## config.mk

```make
export PLATFORM = sky130hd
export DESIGN_NAME = table_cell_grid_placement_flat
export DESIGN_NICKNAME = d
export VERILOG_FILES = /design/src/hw/rtl/tcgp_pkg.sv /design/src/hw/rtl/tcgp_req_if.sv /design/src/hw/rtl/tcgp_rsp_if.sv /design/src/hw/rtl/tcgp_cell.sv /design/src/hw/rtl/table_cell_grid_placement.sv /design/src/flat_wrapper.sv
export SDC_FILE = /design/constraint.sdc
export NUM_CORES = 2
export LEC_CHECK = 0
export BUFFER_PORTS_ARGS = -buffer_cell sky130_fd_sc_hd__buf_2
export CAP_MARGIN = 20
export CORE_AREA = 2 2 432 262
export DETAILED_ROUTE_END_ITERATION = 10
export DIE_AREA = 0 0 434 264
export PLACE_DENSITY_LB_ADDON = 0.08
export REMOVE_ABC_BUFFERS = 1
export SLEW_MARGIN = 20
export SYNTH_ARGS = -nofsm -noshare
export SYNTH_HDL_FRONTEND = slang
export SYNTH_SLANG_ARGS = --single-unit
```

## constraint.sdc

```tcl
create_clock -name clock -period 5.4 [get_ports clock]
set_input_delay 0.81 -clock clock [delete_from_list [all_inputs] [get_ports clock]]
set_output_delay 0.81 -clock clock [all_outputs]
set_load 0.1 [all_outputs]
```

## src/hw/rtl/tcgp_pkg.sv

```systemverilog
`default_nettype none

package tcgp_pkg;

   localparam int OP_W       = 2;
   localparam int COL_SPAN_W = 7;
   localparam int ROW_SPAN_W = 12;
   localparam int COLUMN_W   = 7;
   localparam int ROW_W      = 12;
   localparam int TOTAL_W    = 13;

   typedef enum logic [OP_W-1:0] {
      OP_CELL      = 2'd0,
      OP_END_ROW   = 2'd1,
      OP_END_TABLE = 2'd2
   } op_type;

   typedef enum logic [1:0] {
      ST_IDLE,
      ST_SEARCH,
      ST_FINISH
   } state_type;

   // broadcast from the sequencer to every column cell
   typedef struct packed {
      logic                  clear;
      logic                  dec;
      logic                  mark;
      logic [ROW_SPAN_W-1:0] rspan;
   } cell_cmd_type;

endpackage

`default_nettype wire

```

## src/hw/rtl/tcgp_req_if.sv

```systemverilog
`default_nettype none

interface tcgp_req_if;
   import tcgp_pkg::*;

   logic                  valid;
   logic                  ready;
   logic [OP_W-1:0]       op;
   logic [COL_SPAN_W-1:0] col_span;
   logic [ROW_SPAN_W-1:0] row_span;

   modport source (output valid, op, col_span, row_span, input ready);
   modport sink   (input valid, op, col_span, row_span, output ready);
endinterface

`default_nettype wire

```

## src/hw/rtl/tcgp_rsp_if.sv

```systemverilog
`default_nettype none

interface tcgp_rsp_if;
   import tcgp_pkg::*;

   logic                valid;
   logic                ready;
   logic [COLUMN_W-1:0] column;
   logic [ROW_W-1:0]    row;
   logic [TOTAL_W-1:0]  total_rows;
   logic                overflow;

   modport source (output valid, column, row, total_rows, overflow, input ready);
   modport sink   (input valid, column, row, total_rows, overflow, output ready);
endinterface

`default_nettype wire

```

## src/hw/rtl/tcgp_cell.sv

```systemverilog
`default_nettype none

module tcgp_cell (
   input  wire logic                   clock,
   input  wire logic                   reset,
   input  wire tcgp_pkg::cell_cmd_type cmd,
   input  wire logic                   mark_en,
   input  wire logic                   tok_load,
   input  wire logic                   tok_start,
   input  wire logic                   tok_in,
   output logic                        tok_out,
   output logic                        hit
);
   import tcgp_pkg::*;

   logic [ROW_SPAN_W-1:0] rows_left_ff, rows_left_in;
   logic                  held_ff, held_in;
   logic                  tok_ff, tok_in_nx;

   always_comb begin
      rows_left_in = rows_left_ff;
      held_in      = held_ff;
      if (cmd.clear) begin
         rows_left_in = '0;
         held_in      = 1'b0;
      end else if (cmd.mark && mark_en) begin
         if (cmd.rspan == '0) begin
            held_in = 1'b1;
         end else begin
            rows_left_in = cmd.rspan;
         end
      end else if (cmd.dec && rows_left_ff != '0) begin
         rows_left_in = rows_left_ff - 1'b1;
      end
   end

   // search token: loaded at the cursor, then handed right each cycle
   assign tok_in_nx = tok_load ? tok_start : tok_in;

   always_ff @(posedge clock) begin
      if (reset) begin
         rows_left_ff <= '0;
         held_ff      <= 1'b0;
         tok_ff       <= 1'b0;
      end else begin
         rows_left_ff <= rows_left_in;
         held_ff      <= held_in;
         tok_ff       <= tok_in_nx;
      end
   end

   assign tok_out = tok_ff;
   assign hit     = tok_ff && (rows_left_ff != '0 || held_ff);

endmodule

`default_nettype wire

```

## src/hw/rtl/table_cell_grid_placement.sv

```systemverilog
`default_nettype none

// Table cell grid placement. Cells of a table arrive as transfers on req_ch
// (op 0 = cell with col_span/row_span, op 1 = end of row, op 2 = end of
// table) and each produces exactly one transfer on rsp_ch. Every grid column
// is a small cell in a chain holding its remaining row count and a held-to-
// end-of-table flag. A cell item is placed by a search token that starts at
// the cursor column and walks one column per clock through the chain; the
// sequencer keeps the start of the current free run and stops when the run
// is col_span wide (placed) or can no longer fit in MAX_COLS (overflow, no
// state change). End of row and end of table update all columns in
// parallel. One item is in work at a time; the next item is taken as soon
// as its predecessor's result sits in the output register, even if the sink
// has not yet taken it. Reset and end of table clear all column state
// together. Unused op code 3 returns an all-zero result.
module table_cell_grid_placement #(
   parameter int MAX_COLS = 64,
   parameter int MAX_ROWS = 4096
) (
   input wire logic  clock,
   input wire logic  reset,
   tcgp_req_if.sink  req_ch,
   tcgp_rsp_if.source rsp_ch
);
   import tcgp_pkg::*;

   // column position width (holds MAX_COLS itself)
   localparam int CW = $clog2(MAX_COLS + 1);
   // width of position + span sums
   localparam int SW = ((CW > COL_SPAN_W) ? CW : COL_SPAN_W) + 1;
   // row index width (values up to MAX_ROWS - 1)
   localparam int RW = $clog2(MAX_ROWS);
   // width of row index + row span sums
   localparam int AW = ((RW > ROW_SPAN_W) ? RW : ROW_SPAN_W) + 1;

   localparam logic [SW-1:0] MAX_C    = SW'(MAX_COLS);
   localparam logic [SW-1:0] MAX_C_P1 = SW'(MAX_COLS + 1);
   localparam logic [AW-1:0] ROW_CAP  = AW'(MAX_ROWS - 1);
   localparam logic [RW-1:0] ROW_TOP  = RW'(MAX_ROWS - 1);

   state_type state_ff, state_in;

   // item under work
   op_type                op_ff, op_in;
   logic [COL_SPAN_W-1:0] cspan_ff, cspan_in;
   logic [ROW_SPAN_W-1:0] rspan_ff, rspan_in;
   logic [CW-1:0]         pos_ff, pos_in;      // start of the free run
   logic [CW-1:0]         k_ff, k_in;          // column under the token
   logic [CW-1:0]         ovf_col_ff, ovf_col_in;
   logic                  ovf_ff, ovf_in;

   // table state
   logic [CW-1:0] cursor_ff, cursor_in;
   logic [RW-1:0] row_idx_ff, row_idx_in;
   logic [RW-1:0] last_ff, last_in;

   // result register
   logic                rsp_valid_ff, rsp_valid_in;
   logic [COLUMN_W-1:0] rsp_col_ff, rsp_col_in;
   logic [ROW_W-1:0]    rsp_row_ff, rsp_row_in;
   logic [TOTAL_W-1:0]  rsp_tot_ff, rsp_tot_in;
   logic                rsp_ovf_ff, rsp_ovf_in;

   logic accept, fire, search_done, tok_load;
   logic [SW-1:0] run_sum, start_sum;
   logic          at_ovf, at_fit;
   logic [MAX_COLS-1:0] tok_vec, hit_vec, mark_vec;
   logic          hit_any;
   cell_cmd_type  cmd;

   // ---------------------------------------------------------------
   // column cell chain
   // ---------------------------------------------------------------
   for (genvar i = 0; i < MAX_COLS; i++) begin : g_col
      logic tok_left;
      if (i == 0) begin : g_first
         assign tok_left = 1'b0;
      end else begin : g_rest
         assign tok_left = tok_vec[i-1];
      end

      // window [pos, pos + col_span) is marked on placement
      assign mark_vec[i] = (SW'(i) >= SW'(pos_ff)) && (SW'(i) < run_sum);

      tcgp_cell u_cell (
         .clock     (clock),
         .reset     (reset),
         .cmd       (cmd),
         .mark_en   (mark_vec[i]),
         .tok_load  (tok_load),
         .tok_start (cursor_ff == CW'(i)),
         .tok_in    (tok_left),
         .tok_out   (tok_vec[i]),
         .hit       (hit_vec[i])
      );
   end

   assign hit_any = |hit_vec;

   // ---------------------------------------------------------------
   // handshake and search decisions
   // ---------------------------------------------------------------
   assign accept    = req_ch.valid && req_ch.ready;
   assign fire      = !rsp_valid_ff || rsp_ch.ready;
   assign run_sum   = SW'(pos_ff) + SW'(cspan_ff);
   assign start_sum = SW'(cursor_ff) + SW'(req_ch.col_span);
   assign at_ovf    = run_sum > MAX_C;
   assign at_fit    = SW'(k_ff) == run_sum;
   assign search_done = at_ovf || at_fit;

   // next state
   always_comb begin
      state_in = state_ff;
      case (state_ff)
         ST_IDLE: begin
            if (accept) begin
               state_in = (op_type'(req_ch.op) == OP_CELL) ? ST_SEARCH : ST_FINISH;
            end
         end
         ST_SEARCH: begin
            if (search_done) begin
               state_in = ST_FINISH;
            end
         end
         ST_FINISH: begin
            if (fire) begin
               state_in = ST_IDLE;
            end
         end
         default: state_in = ST_IDLE;
      endcase
   end

   // FSM outputs
   always_comb begin
      req_ch.ready = 1'b0;
      tok_load     = 1'b0;
      cmd          = '{clear: 1'b0, dec: 1'b0, mark: 1'b0, rspan: rspan_ff};
      case (state_ff)
         ST_IDLE: begin
            // no transfer is taken while reset is held
            req_ch.ready = !reset;
            tok_load     = 1'b1;
         end
         ST_SEARCH: begin
         end
         ST_FINISH: begin
            if (fire) begin
               case (op_ff)
                  OP_CELL:      cmd.mark  = !ovf_ff && (rspan_ff != ROW_SPAN_W'(1));
                  OP_END_ROW:   cmd.dec   = 1'b1;
                  OP_END_TABLE: cmd.clear = 1'b1;
                  default: ;
               endcase
            end
         end
         default: ;
      endcase
   end

   // ---------------------------------------------------------------
   // datapath
   // ---------------------------------------------------------------
   logic [AW-1:0]    raise_val, raise_cap;
   logic [RW-1:0]    raise_row;
   logic [RW:0]      tot_cand;
   logic [RW:0]      tot_val;

   always_comb begin
      // highest row reached: row_index + row_span - 1 for a cell,
      // the row just completed for end of row; saturates
      if (op_ff == OP_CELL) begin
         raise_val = AW'(row_idx_ff) + AW'(rspan_ff) - AW'(1);
      end else begin
         raise_val = AW'(row_idx_ff);
      end
      raise_cap = (raise_val > ROW_CAP) ? ROW_CAP : raise_val;
      raise_row = RW'(raise_cap);

      tot_cand = (RW + 1)'(last_ff) + (RW + 1)'(1);
      tot_val  = ((RW + 1)'(row_idx_ff) > tot_cand) ? (RW + 1)'(row_idx_ff) : tot_cand;
      if (tot_val > (RW + 1)'(MAX_ROWS)) begin
         tot_val = (RW + 1)'(MAX_ROWS);
      end
   end

   always_comb begin
      op_in      = op_ff;
      cspan_in   = cspan_ff;
      rspan_in   = rspan_ff;
      pos_in     = pos_ff;
      k_in       = k_ff;
      ovf_col_in = ovf_col_ff;
      ovf_in     = ovf_ff;
      cursor_in  = cursor_ff;
      row_idx_in = row_idx_ff;
      last_in    = last_ff;
      rsp_valid_in = rsp_valid_ff && !rsp_ch.ready;
      rsp_col_in = rsp_col_ff;
      rsp_row_in = rsp_row_ff;
      rsp_tot_in = rsp_tot_ff;
      rsp_ovf_in = rsp_ovf_ff;

      case (state_ff)
         ST_IDLE: begin
            if (accept) begin
               op_in    = op_type'(req_ch.op);
               cspan_in = req_ch.col_span;
               rspan_in = req_ch.row_span;
               pos_in   = cursor_ff;
               k_in     = cursor_ff;
               ovf_in   = 1'b0;
               // first position whose window passes capacity
               if (start_sum > MAX_C) begin
                  ovf_col_in = cursor_ff;
               end else begin
                  ovf_col_in = CW'(MAX_C_P1 - SW'(req_ch.col_span));
               end
            end
         end
         ST_SEARCH: begin
            if (at_ovf) begin
               ovf_in = 1'b1;
               pos_in = ovf_col_ff;
            end else if (!at_fit) begin
               if (hit_any) begin
                  pos_in = k_ff + 1'b1;
               end
               k_in = k_ff + 1'b1;
            end
         end
         ST_FINISH: begin
            if (fire) begin
               rsp_valid_in = 1'b1;
               rsp_col_in   = '0;
               rsp_row_in   = '0;
               rsp_tot_in   = '0;
               rsp_ovf_in   = 1'b0;
               case (op_ff)
                  OP_CELL: begin
                     rsp_col_in = COLUMN_W'(pos_ff);
                     rsp_row_in = ROW_W'(row_idx_ff);
                     rsp_ovf_in = ovf_ff;
                     if (!ovf_ff) begin
                        cursor_in = CW'(run_sum);
                        if (rspan_ff != '0 && raise_row > last_ff) begin
                           last_in = raise_row;
                        end
                     end
                  end
                  OP_END_ROW: begin
                     rsp_row_in = ROW_W'(row_idx_ff);
                     if (raise_row > last_ff) begin
                        last_in = raise_row;
                     end
                     if (row_idx_ff != ROW_TOP) begin
                        row_idx_in = row_idx_ff + 1'b1;
                     end
                     cursor_in = '0;
                  end
                  OP_END_TABLE: begin
                     rsp_tot_in = TOTAL_W'(tot_val);
                     rsp_row_in = ROW_W'(tot_val - (RW + 1)'(1));
                     cursor_in  = '0;
                     row_idx_in = '0;
                     last_in    = '0;
                  end
                  default: ;
               endcase
            end
         end
         default: ;
      endcase
   end

   always_ff @(posedge clock) begin
      if (reset) begin
         state_ff     <= ST_IDLE;
         cursor_ff    <= '0;
         row_idx_ff   <= '0;
         last_ff      <= '0;
         rsp_valid_ff <= 1'b0;
      end else begin
         state_ff     <= state_in;
         cursor_ff    <= cursor_in;
         row_idx_ff   <= row_idx_in;
         last_ff      <= last_in;
         rsp_valid_ff <= rsp_valid_in;
      end
   end

   always_ff @(posedge clock) begin
      op_ff      <= op_in;
      cspan_ff   <= cspan_in;
      rspan_ff   <= rspan_in;
      pos_ff     <= pos_in;
      k_ff       <= k_in;
      ovf_col_ff <= ovf_col_in;
      ovf_ff     <= ovf_in;
      rsp_col_ff <= rsp_col_in;
      rsp_row_ff <= rsp_row_in;
      rsp_tot_ff <= rsp_tot_in;
      rsp_ovf_ff <= rsp_ovf_in;
   end

   assign rsp_ch.valid      = rsp_valid_ff;
   assign rsp_ch.column     = rsp_col_ff;
   assign rsp_ch.row        = rsp_row_ff;
   assign rsp_ch.total_rows = rsp_tot_ff;
   assign rsp_ch.overflow   = rsp_ovf_ff;

   // ---------------------------------------------------------------
   // assertions
   // ---------------------------------------------------------------
   a_tok_onehot: assert property (@(posedge clock) disable iff (reset)
      state_ff == ST_SEARCH |-> $onehot0(tok_vec))
      else $error("search token duplicated in cell chain");

   a_run_order: assert property (@(posedge clock) disable iff (reset)
      (state_ff == ST_SEARCH && !at_ovf) |-> (pos_ff <= k_ff && SW'(k_ff) <= run_sum))
      else $error("token left the current free run");

   a_cursor_cap: assert property (@(posedge clock) disable iff (reset)
      SW'(cursor_ff) <= MAX_C)
      else $error("cursor past column capacity");

   a_short_op: assert property (@(posedge clock) disable iff (reset)
      (accept && op_type'(req_ch.op) != OP_CELL) |=> state_ff == ST_FINISH)
      else $error("non-cell item entered search");

endmodule

`default_nettype wire

```

## src/flat_wrapper.sv

```systemverilog
// flat-port wrapper written by rule: the top's interface ports become plain ports
module table_cell_grid_placement_flat import tcgp_pkg::*;
#(
   parameter int MAX_COLS = 64,
   parameter int MAX_ROWS = 4096
)
  (clock, reset, req_ch_valid, req_ch_op, req_ch_col_span, req_ch_row_span, req_ch_ready, rsp_ch_valid, rsp_ch_column, rsp_ch_row, rsp_ch_total_rows, rsp_ch_overflow, rsp_ch_ready);
  tcgp_req_if req_ch_i ();
  tcgp_rsp_if rsp_ch_i ();
  input wire logic clock;
  input wire logic reset;
  input wire logic [$bits(req_ch_i.valid)-1:0] req_ch_valid;
  input wire logic [$bits(req_ch_i.op)-1:0] req_ch_op;
  input wire logic [$bits(req_ch_i.col_span)-1:0] req_ch_col_span;
  input wire logic [$bits(req_ch_i.row_span)-1:0] req_ch_row_span;
  output wire logic [$bits(req_ch_i.ready)-1:0] req_ch_ready;
  output wire logic [$bits(rsp_ch_i.valid)-1:0] rsp_ch_valid;
  output wire logic [$bits(rsp_ch_i.column)-1:0] rsp_ch_column;
  output wire logic [$bits(rsp_ch_i.row)-1:0] rsp_ch_row;
  output wire logic [$bits(rsp_ch_i.total_rows)-1:0] rsp_ch_total_rows;
  output wire logic [$bits(rsp_ch_i.overflow)-1:0] rsp_ch_overflow;
  input wire logic [$bits(rsp_ch_i.ready)-1:0] rsp_ch_ready;
  assign req_ch_i.valid = req_ch_valid;
  assign req_ch_i.op = req_ch_op;
  assign req_ch_i.col_span = req_ch_col_span;
  assign req_ch_i.row_span = req_ch_row_span;
  assign req_ch_ready = req_ch_i.ready;
  assign rsp_ch_valid = rsp_ch_i.valid;
  assign rsp_ch_column = rsp_ch_i.column;
  assign rsp_ch_row = rsp_ch_i.row;
  assign rsp_ch_total_rows = rsp_ch_i.total_rows;
  assign rsp_ch_overflow = rsp_ch_i.overflow;
  assign rsp_ch_i.ready = rsp_ch_ready;
  table_cell_grid_placement #(.MAX_COLS(MAX_COLS), .MAX_ROWS(MAX_ROWS)) u_core (.clock(clock), .reset(reset), .req_ch(req_ch_i), .rsp_ch(rsp_ch_i));
endmodule
```

==> results.md <==
- Hold path startpoint: req_ch_row_span[5]
- Total GRT Usage: 38.35%
- Fmax: 0.2015 GHz
- Clock root buffer: clkbuf_16
- Setup TNS: 0 ns
- Setup crit start: u_core.last_ff[4]
- Pwr Density: 274.1 nW/µm²
- Drt wl/cell: 24.62 µm
- Post-synth ARST share: 0%
- Reg2Reg Depth: 16
- DRT iter0 DRCs: 8565
- Die height: 264 µm
- Worst-path clk slew: 0.06 ns
- Vias in the first global route: 55110
- Tmin final: 4.962 ns
- CP required: 5.97 ns
- # setup viols final: 0
- Peak VDD IR: 0.2345 mV
- Mapped cell area: 60500 µm²
- Core Region: 111000 µm²
- WHS Path Cells: 1
- Fillers: 10050
- Crit path max fanout: 14
- Outcome: finished, final reports clean
- Post-synth top area cell: dfxtp_1
- Mux share of post-synthesis cell area: 3.135%
- Largest family of logic cells by synthesized area: compound AO/OA/AOI/OAI gates
- Hold buffer count at cts: 0
- RSZ-0062 raised after global routing: no
- RR Startpoint: u_core.last_ff[4]
- Clk buf depth: 3
- Die Wd: 434 µm
- Crit share post-route: 91.89%
- First-pass GRT wire length: 343700 µm
- Max-slew violation count: 0
- Final hold vios: 0
- Synth Area in XOR/XNOR: 1.071%
- Critical path endpoint category: flip-flop
- Count leader, synth: dfxtp_1
- Post-cts sizing count: 0
- Top cells by area, synth: dfxtp_1 31%, a21oi_1 6.7%, nor2_1 5.1%
- Pin count of the biggest net entering global routing: 84
- FF-to-FF End: u_core.rsp_ch.row[10]
- Simple-gate share of the synthesized area: 24.30%
- EDFF count, synth: 76
- Synth cell types: 133
- Initial Util: 54.49%
- CTS Buf Count: 100
- Worst-Margin Slew: 1.127 ns
- Row count: 95
- FF+latch count, synth: 1006
- Vias/cell: 6.764
- CTS tree: yes
- Crit path kind: flip-flop to flip-flop
- Avg Synthesized Cell Area: 7.724 µm²
- Post-CTS setup buffer count: 0
- Layout Skew: 0.02180 ns
- Pre-CTS setup slack: 0.3232 ns
- Rel. slew slack: 24.86%
- Synthesized netlist cell count: 7832
- Final setup margin: 0.4380 ns
- Fraction of layout cells with a size suffix above 1: 10.36%
- Worst hold path type: input port to flip-flop
- I/O Buffers: 59
- Post-synthesis adder-cell area fraction: 2.871%
- Clock Latency Late Sink: 0.74 ns
- Layout area overhead: 9.570%
- Core Util, Final: 59.71%
- Synth top area share: 30.78%
- Syn. warnings: 0
- Top FF cell, synth: dfxtp_1
- Initial antenna violation count: 21
- Final nets: 7860
- Max Cap Viol: 0
- Total gr overflow: 0
- WL final: 228700 µm
- Register area: 20900 µm²
- Routability cong.: 1.040
- Via count: 62820
- Top cells by count, synth: 930 x dfxtp_1, 825 x nor2_1, 808 x a21oi_1
- Reg-to-reg setup timing slack: 0.44 ns
- Top-Level Pins: 60
- Antenna Nets Post-Route: 0
- Arr. time, crit path: 5.54 ns
- Die footprint: 114600 µm²
- Compound-gate portion of the synthesized area: 28.37%
- Seq/Total Area, Yosys: 34.55%
- TritonRoute pass-1 iters: 7
- P_leak: 24.49 nW
- Worst Hold Endpoint: u_core.rspan_ff[5]
- Multi-input gate area: 36500 µm²
- Startpoint class of the critical path: flip-flop
- DR DRC count: 0
- Sink Count: 1006
- # H-tree levels: 3
- DP HPWL: 153500 µm
-- how the worst max path moves through the flow --
stage                                         endpoint  slack, ns  depth (start not counted)
6_report                         u_core.rsp_ch.row[10]       0.44                         16
2_1_floorplan  u_core.g_col[43].u_cell.rows_left_ff[8]     -38.10                          7
5_1_grt                              u_core.last_ff[6]       0.18                         21
4_1_cts                              u_core.last_ff[7]       0.26                         21
3_3_place_gp                         u_core.last_ff[4]       0.41                         21
3_5_place_dp                        u_core.last_ff[11]       0.32                         21
-- stage by stage --
stage                     cells  cell area (µm²)  total power, mW  hold WS, ns
final                      9287            66280            18.17       0.2754
after global routing       9282            66270            18.71       0.2574
after CTS                  9276            66200            18.10       0.2412
after detailed placement   9098            62830            10.77       0.4400
after global placement     9098            62820            10.74       0.4330
after floorplan            7269            58160            9.853       0.4223
-- report_power, final --
part           total, mW  switching, mW  internal, mW
clock               7.44           3.24          4.20
sequential          7.83          0.150          7.68
combinational       2.90           2.07         0.829
total               18.2           5.46          12.7
-- worst max-delay path: stages (launching register included) --
cell,delay (ns)
dfxtp_1,0.49
inv_1,0.17
nor3_1,0.52
or2_2,0.25
inv_1,0.07
ha_1,0.28
nand2_1,0.07
nor3_1,0.31
o221ai_1,0.35
a21o_1,0.26
buf_4,0.20
o211ai_1,0.34
ha_1,0.34
inv_1,0.06
or3b_1,0.46
or4b_1,0.55
o211ai_2,0.09
-- cell usage in the layout, fill, tap and decap left out, types with 74 or more instances in the layout --
cell / count
a211oi_1: 109
a21oi_1: 804
a22oi_1: 82
a31oi_1: 86
a32o_1: 93
buf_4: 255
clkbuf_16: 101
dfxtp_1: 930
edfxtp_1: 76
ha_1: 134
inv_1: 293
mux2i_1: 96
nand2_1: 697
nand2b_1: 88
nand3_1: 265
nor2_1: 823
nor3_1: 364
nor4_1: 137
o21ai_0: 520
o22ai_1: 82
o31ai_1: 101
or3_1: 166
or4_1: 74
-- logic make-up (layout without fill, tap and decap cells) --
family	count (synthesis)	in the layout
AO/OA/AOI/OAI	2572	2572
XOR/XNOR	74	74
adder cells (fa/ha/maj)	137	137
buffers and inverters	861	803
flip-flops	1006	1006
multiplexers	175	175
other	0	10
AND/OR/NAND/NOR	3007	3007
-- area by class of cell --
| class | instances | share of cell area [%] |
|---|---|---|
| multi-input cells | 5965 | 55.07 |
| inverters | 298 | 1.688 |
| clock buffers | 144 | 4.434 |
| clock inverters | 34 | 0.6569 |
| repair buffers | 327 | 3.749 |
| well taps | 1503 | 2.837 |
| flip-flops and latches | 1006 | 31.53 |
| diodes | 10 | 0.03775 |
-- state kept, by name, summed over array words and instances (netlist names), 12 cells and up --
name                              flops
u_core.rspan_ff                      12
u_core.g_col.u_cell.rows_left_ff    768
u_core.rsp_ch.row                    12
u_core.rsp_ch.total_rows             13
u_core.row_idx_ff                    12
u_core.g_col.u_cell.held_ff          64
u_core.g_col.u_cell.tok_out          64
u_core.last_ff                       12
-- metal layers --
| layer | share of wire (%) | global-route usage [%] |
|---|---|---|
| met3 | 13 | 10.42 |
| met5 | 0.024 | 0 |
| met4 | 3.5 | 13.03 |
| met2 | 39 | 51.73 |
| met1 | 45 | 57.77 |
Note: power is estimated with default switching activity, not from simulation.
